[config.mk]
export PLATFORM = sky130hd
export DESIGN_NAME = signed_value_to_seven_segment_serial_unit
export DESIGN_NICKNAME = d
export VERILOG_FILES = /design/src/sv/s7s_pkg.sv /design/src/sv/s7s_front.sv /design/src/sv/s7s_fifo.sv /design/src/sv/s7s_back.sv /design/src/sv/signed_value_to_seven_segment_serial_unit.sv
export SDC_FILE = /design/constraint.sdc
export NUM_CORES = 1
export LEC_CHECK = 0
export BUFFER_PORTS_ARGS = -buffer_cell sky130_fd_sc_hd__buf_4
export CORE_UTILIZATION = 55
export DETAILED_ROUTE_END_ITERATION = 8
export GPL_TIMING_DRIVEN = 0
export PLACE_DENSITY = 0.83
export SLEW_MARGIN = 20
export SYNTH_ARGS = -nofsm -noshare
export SYNTH_HDL_FRONTEND = slang
export SYNTH_SLANG_ARGS = --single-unit
[constraint.sdc]
create_clock -name i_clk -period 9.8 [get_ports i_clk]
set_clock_uncertainty 0.05 [all_clocks]
set_input_delay 0.49 -clock i_clk [delete_from_list [all_inputs] [get_ports i_clk]]
set_output_delay 0.49 -clock i_clk [all_outputs]
set_load 0.05 [all_outputs]
[src/sv/s7s_pkg.sv]
// shared types, constants and segment tables for the seven-segment serial unit
// no dependencies
`timescale 1ns / 1ps

package s7s_pkg;

    localparam int MAG_W        = 14;   // magnitude up to 9999
    localparam int DIGITS       = 4;
    localparam int SEG_W        = 8;
    localparam int FIFO_DEPTH   = 2;
    localparam int BITS_PER_ITEM = 64;
    localparam int CNT_W        = 6;

    localparam logic [SEG_W-1:0] SEG_BLANK      = 8'h00;
    localparam logic [SEG_W-1:0] SEG_MINUS      = 8'h40;
    localparam logic [SEG_W-1:0] SEG_UNDERSCORE = 8'h08;
    localparam logic [SEG_W-1:0] SEG_POINT      = 8'h80;

    localparam logic signed [31:0] VALUE_MAX = 32'sd9999;
    localparam logic signed [31:0] VALUE_MIN = -32'sd999;

    // reciprocal of ten scaled by 2^16, exact for magnitudes below 16384
    localparam logic [12:0] RECIP_TEN = 13'd6554;

    typedef logic [DIGITS-1:0][SEG_W-1:0] t_seg4;

    typedef enum logic [2:0] {
        ST_IDLE = 3'b001,
        ST_CONV = 3'b010,
        ST_PUSH = 3'b100
    } t_front_state;

    function automatic logic [SEG_W-1:0] digit_pattern(input logic [3:0] d);
        logic [SEG_W-1:0] p;
        case (d)
            4'd0:    p = 8'h3F;
            4'd1:    p = 8'h06;
            4'd2:    p = 8'h5B;
            4'd3:    p = 8'h4F;
            4'd4:    p = 8'h66;
            4'd5:    p = 8'h6D;
            4'd6:    p = 8'h7D;
            4'd7:    p = 8'h07;
            4'd8:    p = 8'h7F;
            4'd9:    p = 8'h6F;
            default: p = SEG_BLANK;
        endcase
        return p;
    endfunction

    function automatic logic [SEG_W-1:0] select_byte(input logic [1:0] pos);
        logic [SEG_W-1:0] s;
        case (pos)
            2'd0:    s = 8'hF7;
            2'd1:    s = 8'hFB;
            2'd2:    s = 8'hFD;
            2'd3:    s = 8'hFE;
            default: s = 8'hFF;
        endcase
        return s;
    endfunction

endpackage

[src/sv/s7s_front.sv]
// front end: takes a value, range-checks it, extracts decimal digits one per
// cycle and builds the four segment patterns; depends on s7s_pkg
`timescale 1ns / 1ps

module s7s_front (
    input  logic                  i_clk,
    input  logic                  i_rst_n,
    input  logic                  i_cfg_we,
    input  logic                  i_cfg_wdata,
    input  logic                  i_valid,
    output logic                  o_ready,
    input  logic signed [31:0]    i_value,
    output logic                  o_push,
    input  logic                  i_full,
    output s7s_pkg::t_seg4        o_seg
);

    localparam int MW = s7s_pkg::MAG_W;

    s7s_pkg::t_front_state r_state, n_state;
    logic                  r_dec;
    logic                  r_mode_dec;
    logic                  r_neg;
    logic                  r_oor;
    logic [MW-1:0]         r_mag;
    logic [MW-1:0]         r_rest;
    logic [1:0]            r_cnt;
    logic [3:0]            r_dig [s7s_pkg::DIGITS];

    logic                  w_accept;
    logic                  w_oor;
    logic                  w_neg;
    logic [31:0]           w_abs;
    logic [MW+12:0]        w_prod;
    logic [MW-1:0]         w_quot;
    logic [MW-1:0]         w_rem;
    logic [2:0]            w_n;

    assign o_ready  = (r_state == s7s_pkg::ST_IDLE);
    assign w_accept = i_valid && o_ready;

    assign w_oor = (i_value > s7s_pkg::VALUE_MAX) || (i_value < s7s_pkg::VALUE_MIN);
    assign w_neg = i_value[31];
    assign w_abs = w_neg ? (32'd0 - i_value) : i_value;

    // divide by ten through the scaled reciprocal
    assign w_prod = (MW+13)'(r_rest) * (MW+13)'(s7s_pkg::RECIP_TEN);
    assign w_quot = MW'(w_prod[MW+12:16]);
    assign w_rem  = r_rest - ((w_quot << 3) + (w_quot << 1));

    always_ff @(posedge i_clk) begin
        if (!i_rst_n) begin
            r_mode_dec <= 1'b0;
        end else if (i_cfg_we) begin
            r_mode_dec <= i_cfg_wdata;
        end
    end

    always_comb begin
        n_state = r_state;
        case (r_state)
            s7s_pkg::ST_IDLE: begin
                if (w_accept) n_state = s7s_pkg::ST_CONV;
            end
            s7s_pkg::ST_CONV: begin
                if (r_cnt == 2'd3) n_state = s7s_pkg::ST_PUSH;
            end
            s7s_pkg::ST_PUSH: begin
                if (!i_full) n_state = s7s_pkg::ST_IDLE;
            end
            default: n_state = s7s_pkg::ST_IDLE;
        endcase
    end

    always_ff @(posedge i_clk) begin
        if (!i_rst_n) begin
            r_state <= s7s_pkg::ST_IDLE;
            r_cnt   <= 2'd0;
        end else begin
            r_state <= n_state;
            if (r_state == s7s_pkg::ST_CONV) begin
                r_cnt <= r_cnt + 2'd1;
            end else begin
                r_cnt <= 2'd0;
            end
        end
    end

    always_ff @(posedge i_clk) begin
        if (w_accept) begin
            r_oor  <= w_oor;
            r_neg  <= w_neg;
            r_dec  <= r_mode_dec;
            r_mag  <= w_abs[MW-1:0];
            r_rest <= w_abs[MW-1:0];
        end else if (r_state == s7s_pkg::ST_CONV) begin
            r_dig[r_cnt] <= w_rem[3:0];
            r_rest       <= w_quot;
        end
    end

    // count of shown digits, at least two in decimal mode
    always_comb begin
        if (r_mag < 14'd10)        w_n = 3'd1;
        else if (r_mag < 14'd100)  w_n = 3'd2;
        else if (r_mag < 14'd1000) w_n = 3'd3;
        else                       w_n = 3'd4;
        if (r_dec && w_n < 3'd2) w_n = 3'd2;
    end

    always_comb begin
        for (int i = 0; i < s7s_pkg::DIGITS; i++) begin
            if (r_oor) begin
                o_seg[i] = s7s_pkg::SEG_UNDERSCORE;
            end else if (3'(i) < w_n) begin
                o_seg[i] = s7s_pkg::digit_pattern(r_dig[i]);
                if (r_dec && i == 1) o_seg[i] = o_seg[i] | s7s_pkg::SEG_POINT;
            end else if (3'(i) == w_n && r_neg) begin
                o_seg[i] = s7s_pkg::SEG_MINUS;
            end else begin
                o_seg[i] = s7s_pkg::SEG_BLANK;
            end
        end
    end

    assign o_push = (r_state == s7s_pkg::ST_PUSH) && !i_full;

endmodule

[src/sv/s7s_fifo.sv]
// short queue of segment pattern sets between front and back end
// depends on s7s_pkg
`timescale 1ns / 1ps

module s7s_fifo #(
    parameter int DEPTH = s7s_pkg::FIFO_DEPTH
) (
    input  logic            i_clk,
    input  logic            i_rst_n,
    input  logic            i_push,
    input  s7s_pkg::t_seg4  i_data,
    output logic            o_full,
    input  logic            i_pop,
    output logic            o_valid,
    output s7s_pkg::t_seg4  o_data
);

    localparam int PTR_W = (DEPTH > 1) ? $clog2(DEPTH) : 1;
    localparam int CNT_W = $clog2(DEPTH + 1);
    localparam logic [PTR_W-1:0] LAST_PTR = PTR_W'(DEPTH - 1);
    localparam logic [CNT_W-1:0] FULL_CNT = CNT_W'(DEPTH);

    s7s_pkg::t_seg4    r_mem [DEPTH];
    logic [PTR_W-1:0]  r_wr_ptr;
    logic [PTR_W-1:0]  r_rd_ptr;
    logic [CNT_W-1:0]  r_count;

    assign o_full  = (r_count == FULL_CNT);
    assign o_valid = (r_count != '0);
    assign o_data  = r_mem[r_rd_ptr];

    always_ff @(posedge i_clk) begin
        if (i_push) begin
            r_mem[r_wr_ptr] <= i_data;
        end
    end

    always_ff @(posedge i_clk) begin
        if (!i_rst_n) begin
            r_wr_ptr <= '0;
            r_rd_ptr <= '0;
            r_count  <= '0;
        end else begin
            if (i_push) begin
                r_wr_ptr <= (r_wr_ptr == LAST_PTR) ? '0 : r_wr_ptr + PTR_W'(1);
            end
            if (i_pop) begin
                r_rd_ptr <= (r_rd_ptr == LAST_PTR) ? '0 : r_rd_ptr + PTR_W'(1);
            end
            if (i_push && !i_pop) begin
                r_count <= r_count + CNT_W'(1);
            end else if (i_pop && !i_push) begin
                r_count <= r_count - CNT_W'(1);
            end
        end
    end

endmodule

[src/sv/s7s_back.sv]
// back end: shifts out four 16-bit frames per pattern set, one bit per item
// depends on s7s_pkg
`timescale 1ns / 1ps

module s7s_back (
    input  logic            i_clk,
    input  logic            i_rst_n,
    input  logic            i_valid,
    input  s7s_pkg::t_seg4  i_seg,
    output logic            o_pop,
    output logic            o_tvalid,
    input  logic            i_tready,
    output logic            o_bit,
    output logic            o_latch,
    output logic            o_last
);

    localparam int CW = s7s_pkg::CNT_W;
    localparam logic [CW-1:0] LAST_CNT = CW'(s7s_pkg::BITS_PER_ITEM - 1);

    logic            r_active;
    logic [CW-1:0]   r_cnt;
    s7s_pkg::t_seg4  r_seg;

    logic            w_done;
    logic [1:0]      w_frame;
    logic [3:0]      w_pos;
    logic [7:0]      w_byte;

    assign w_done = r_active && i_tready && (r_cnt == LAST_CNT);
    assign o_pop  = i_valid && (!r_active || w_done);

    assign w_frame = r_cnt[5:4];
    assign w_pos   = r_cnt[3:0];
    assign w_byte  = w_pos[3] ? s7s_pkg::select_byte(w_frame) : r_seg[w_frame];

    // msb first within each byte
    assign o_tvalid = r_active;
    assign o_bit    = w_byte[~w_pos[2:0]];
    assign o_latch  = (w_pos == 4'hF);
    assign o_last   = (r_cnt == LAST_CNT);

    always_ff @(posedge i_clk) begin
        if (!i_rst_n) begin
            r_active <= 1'b0;
            r_cnt    <= '0;
        end else begin
            if (o_pop) begin
                r_active <= 1'b1;
                r_cnt    <= '0;
            end else if (w_done) begin
                r_active <= 1'b0;
            end else if (r_active && i_tready) begin
                r_cnt <= r_cnt + CW'(1);
            end
        end
    end

    always_ff @(posedge i_clk) begin
        if (o_pop) begin
            r_seg <= i_seg;
        end
    end

endmodule

[src/sv/signed_value_to_seven_segment_serial_unit.sv]
// top level of the seven-segment serial unit: front end, queue, back end
// depends on s7s_pkg, s7s_front, s7s_fifo, s7s_back
//
//  channel   direction  payload                         item
//  s_axis    in         tdata[31:0] value (signed)      one value to show
//  m_axis    out        tdata[0] serial_bit, tuser      one serial bit,
//                       latch_after, tlast last         64 per value
//  cfg       in         wdata decimal_mode              write when idle
//
// each value yields 64 output items, one per cycle while tready is high, so
// the serialiser in the back end sets the rate at which values pass.
// the front end steps through accept, four digit steps and push per value
// and refills the queue while the back end shifts; back-pressure on m_axis
// fills the queue, then stalls s_axis.
// synchronous active-low reset clears control state and decimal_mode.
`timescale 1ns / 1ps

module signed_value_to_seven_segment_serial_unit #(
    parameter int FIFO_DEPTH = s7s_pkg::FIFO_DEPTH
) (
    input  logic        i_clk,
    input  logic        i_rst_n,
    input  logic        i_cfg_we,
    input  logic        i_cfg_wdata,
    input  logic        s_axis_tvalid,
    output logic        s_axis_tready,
    input  logic [31:0] s_axis_tdata,     // [31:0] value
    output logic        m_axis_tvalid,
    input  logic        m_axis_tready,
    output logic [7:0]  m_axis_tdata,     // [0] serial_bit, [7:1] zero
    output logic        m_axis_tuser,     // [0] latch_after
    output logic        m_axis_tlast
);

    logic            w_push;
    logic            w_full;
    logic            w_pop;
    logic            w_q_valid;
    s7s_pkg::t_seg4  w_seg_in;
    s7s_pkg::t_seg4  w_seg_out;
    logic            w_bit;

    s7s_front u_front (
        .i_clk       (i_clk),
        .i_rst_n     (i_rst_n),
        .i_cfg_we    (i_cfg_we),
        .i_cfg_wdata (i_cfg_wdata),
        .i_valid     (s_axis_tvalid),
        .o_ready     (s_axis_tready),
        .i_value     (signed'(s_axis_tdata)),
        .o_push      (w_push),
        .i_full      (w_full),
        .o_seg       (w_seg_in)
    );

    s7s_fifo #(
        .DEPTH (FIFO_DEPTH)
    ) u_fifo (
        .i_clk   (i_clk),
        .i_rst_n (i_rst_n),
        .i_push  (w_push),
        .i_data  (w_seg_in),
        .o_full  (w_full),
        .i_pop   (w_pop),
        .o_valid (w_q_valid),
        .o_data  (w_seg_out)
    );

    s7s_back u_back (
        .i_clk    (i_clk),
        .i_rst_n  (i_rst_n),
        .i_valid  (w_q_valid),
        .i_seg    (w_seg_out),
        .o_pop    (w_pop),
        .o_tvalid (m_axis_tvalid),
        .i_tready (m_axis_tready),
        .o_bit    (w_bit),
        .o_latch  (m_axis_tuser),
        .o_last   (m_axis_tlast)
    );

    assign m_axis_tdata = {7'd0, w_bit};

endmodule
==> impl_metrics.tcl <==
set metrics [dict create \
    status "complete, but fails checks" \
    violations "design-rule violations" \
    wire_per_inst_um 16.8 \
    grt_antenna_before_repair 0 \
    globalplace.congestion 0.839 \
    rsz0062_at_grt "no" \
    setup_viol 0 \
    dpl_cell_area_um2 10900 \
    worst_setup_path_start_kind "flip-flop" \
    ant_nets 0 \
    ys_top_cells_by_count "edfxtp_1 (133), ha_1 (130), inv_1 (123)" \
    cp_cell_sequence "ha_1 > xor2_1 > ha_1 > fa_1 > fa_1 > inv_1 > fa_1 > inv_1 > ha_1 > and3_1 > nand2_1 > a2bb2oi_1 > a21oi_1 > xor2_1 > ha_1 > nand2_1 > nand3_1 > xnor2_1 > xor2_1" \
    area_delta_synth_final_pct 12.5 \
    timing.final.max_slew_violations 0 \
    cts_sinks 150 \
    grt_pass1_vias 6885 \
    via_per_inst 5.57 \
    dieWidth_um 138 \
    synth_area_um2 10200 \
    wl_um 20100 \
    nets 1169 \
    holdBufCountCts 0 \
    slowest_delay_ns 0.57 \
    n_fill_cell 1296 \
    cp_common_cell "ha_1" \
    synth_flop_cell "edfxtp_1" \
    syn_area_per_cell_um2 11.5 \
    worstMarginPinSlew_ns 1.03 \
    path_clk_slew_ns 0.06 \
    drc 2 \
    clockBufferDepth 2 \
    io_pins 50 \
    die-area_um2 19100 \
    cpMaxStageDelayCell "fa_1" \
    grt_use_total_pct 22.6 \
    dp_slack_ns 4.05 \
    clkLatencyLatePin_ns 0.42 \
    critical-path-top-delay-family "adder cells" \
    syn_inst 883 \
    ys_ff_latch 150 \
    ys_async_sr_fraction_pct 0 \
    critPathMaxFanout 8 \
    finalWorstPathRequiredPeriod_ns 5.83 \
    setup_ws_ns 3.97 \
    portBuffers 42 \
    stdcell_area_um2 11500 \
    synthTopCellsByArea "edfxtp_1 (39%), ha_1 (16%), fa_1 (9.0%)" \
    finalHoldViolCount 0 \
    initial_core_util_pct 56.3 \
    crit_start "u_front.r_rest[1]" \
    max_slew_margin_pct 31.2 \
    cts_max_level 4 \
    maxCapViolCount 0 \
    num_rows 49 \
    synth_warnings 0 \
    core_area_um2 18100 \
    synth_seq_area_share_pct 42.5 \
    clockRootBuffer "clkbuf_16" \
    drive_above_1_share_pct 13.5 \
    min_path_type "primary input to flip-flop" \
    worstPathRequired_ns 9.91 \
    worst-path-stages 19 \
    dr.pass1.iters 7 \
    worstRegToRegCells 19 \
    hold_path_startpoint "s_axis_tdata[31]" \
    cts_tree "done" \
    die_h_um 138 \
    hpwl_um 15000 \
    ys_types 57 \
    final_util_pct 63.4 \
    crit_type "flip-flop to flip-flop" \
    post_cts_resized 0 \
    fmax_ghz 0.172 \
    dr.first_iter.drc_count 457 \
    cp-endpoint "u_front.r_dig[3][3]" \
    grt_pass1_wl_um 33400 \
    tns_ns 0 \
    post_cts_buffers 0 \
    path_buf_inv 2 \
    route.vias.total 6667 \
    critPathArrivalTime_ns 5.94 \
    yosysTopAreaCell "edfxtp_1" \
    numCtsBuffers 17 \
    netlist.area_leader.share_pct 39.2 \
    antennaDiodeCount 0 \
    finalCritPeriodShare_pct 59.4 \
    reg2reg_to "u_front.r_dig[3][3]" \
    synth_edf_count 133 \
    overflow 0 \
    grt_max_degree 30 \
    cp-end-kind "flip-flop" \
    yosysMostFrequentCell "edfxtp_1" \
    regToRegStartpoint "u_front.r_rest[1]" \
    rrSetupSlack_ns 3.97 \
]
-- placed cells by master (no fill, tap or decap), types with 7 or more instances in the layout --
| cell type | instances |
|---|---|
| ha_1 | 130 |
| nand2_1 | 43 |
| a21o_1 | 8 |
| nand2b_1 | 11 |
| xnor2_1 | 23 |
| inv_1 | 122 |
| buf_4 | 51 |
| and2_1 | 12 |
| conb_1 | 7 |
| fa_1 | 46 |
| nor3_1 | 9 |
| a211oi_1 | 7 |
| nor4_1 | 8 |
| clkbuf_16 | 21 |
| nor2b_1 | 10 |
| xor2_1 | 21 |
| and3_1 | 7 |
| clkbuf_1 | 16 |
| dfxtp_1 | 17 |
| a31oi_1 | 8 |
| o21ai_0 | 30 |
| a21oi_1 | 40 |
| mux2_2 | 36 |
| nand3_1 | 14 |
| nor2_1 | 53 |
| edfxtp_1 | 133 |
-- registers in the layout, summed over array words and instances, names as in the netlist, 2 cells and up --
register,count
u_fifo.r_mem,58
u_front.r_mag,13
u_front.r_rest,14
u_back.r_seg,29
u_front.r_cnt,2
u_back.r_cnt,6
u_front.r_state,3
u_fifo.r_count,2
u_front.r_dig,16
-- logic make-up after synthesis --
group | share of synthesized area, %
AO/OA/AOI/OAI | 7.80
XOR/XNOR | 3.78
adder cells (fa/ha/maj) | 25.0
buffers and inverters | 5.64
flip-flops | 42.5
multiplexers | 5.80
other | 0.0368
AND/OR/NAND/NOR | 9.43
-- through the flow --
stage | cells | hold slack, ns
2_1_floorplan | 889 | 0.358
3_3_place_gp | 1160 | 0.375
3_5_place_dp | 1165 | 0.371
4_1_cts | 1197 | 0.256
5_1_grt | 1197 | 0.255
6_report | 1197 | 0.274
-- cell type report --
type | instances | area [um2] | area share, %
Timing Repair Buffer | 47 | 349 | 3.05
Tap cell | 229 | 287 | 2.50
Clock inverter | 5 | 58.8 | 0.513
Multi-Input combinational cell | 594 | 5310 | 46.3
Sequential cell | 150 | 4330 | 37.8
Inverter | 124 | 465 | 4.06
Clock buffer | 27 | 548 | 4.78
Buffer | 21 | 109 | 0.950
-- worst min path at each step --
| stage | endpoint | slack [ns] | cells past startpoint |
|---|---|---|---|
| 3_3_place_gp | u_front.r_dec | 0.37 | 0 |
| 3_5_place_dp | u_front.r_dec | 0.37 | 0 |
| 5_1_grt | u_front.r_neg | 0.26 | 1 |
| 4_1_cts | u_front.r_neg | 0.26 | 1 |
| 2_1_floorplan | u_front.r_dec | 0.36 | 0 |
| 6_report | u_front.r_neg | 0.27 | 1 |
-- metal layers --
metal	share of wire (%)	GRT usage, %
met5	0	0
met3	4.5	4.71
met1	44	28.5
met2	49	38.0
met4	2.8	9.93
Power is left out: the tool's default activity adds up to more than one toggle a clock period on the data nets, which glitch-free logic cannot reach.
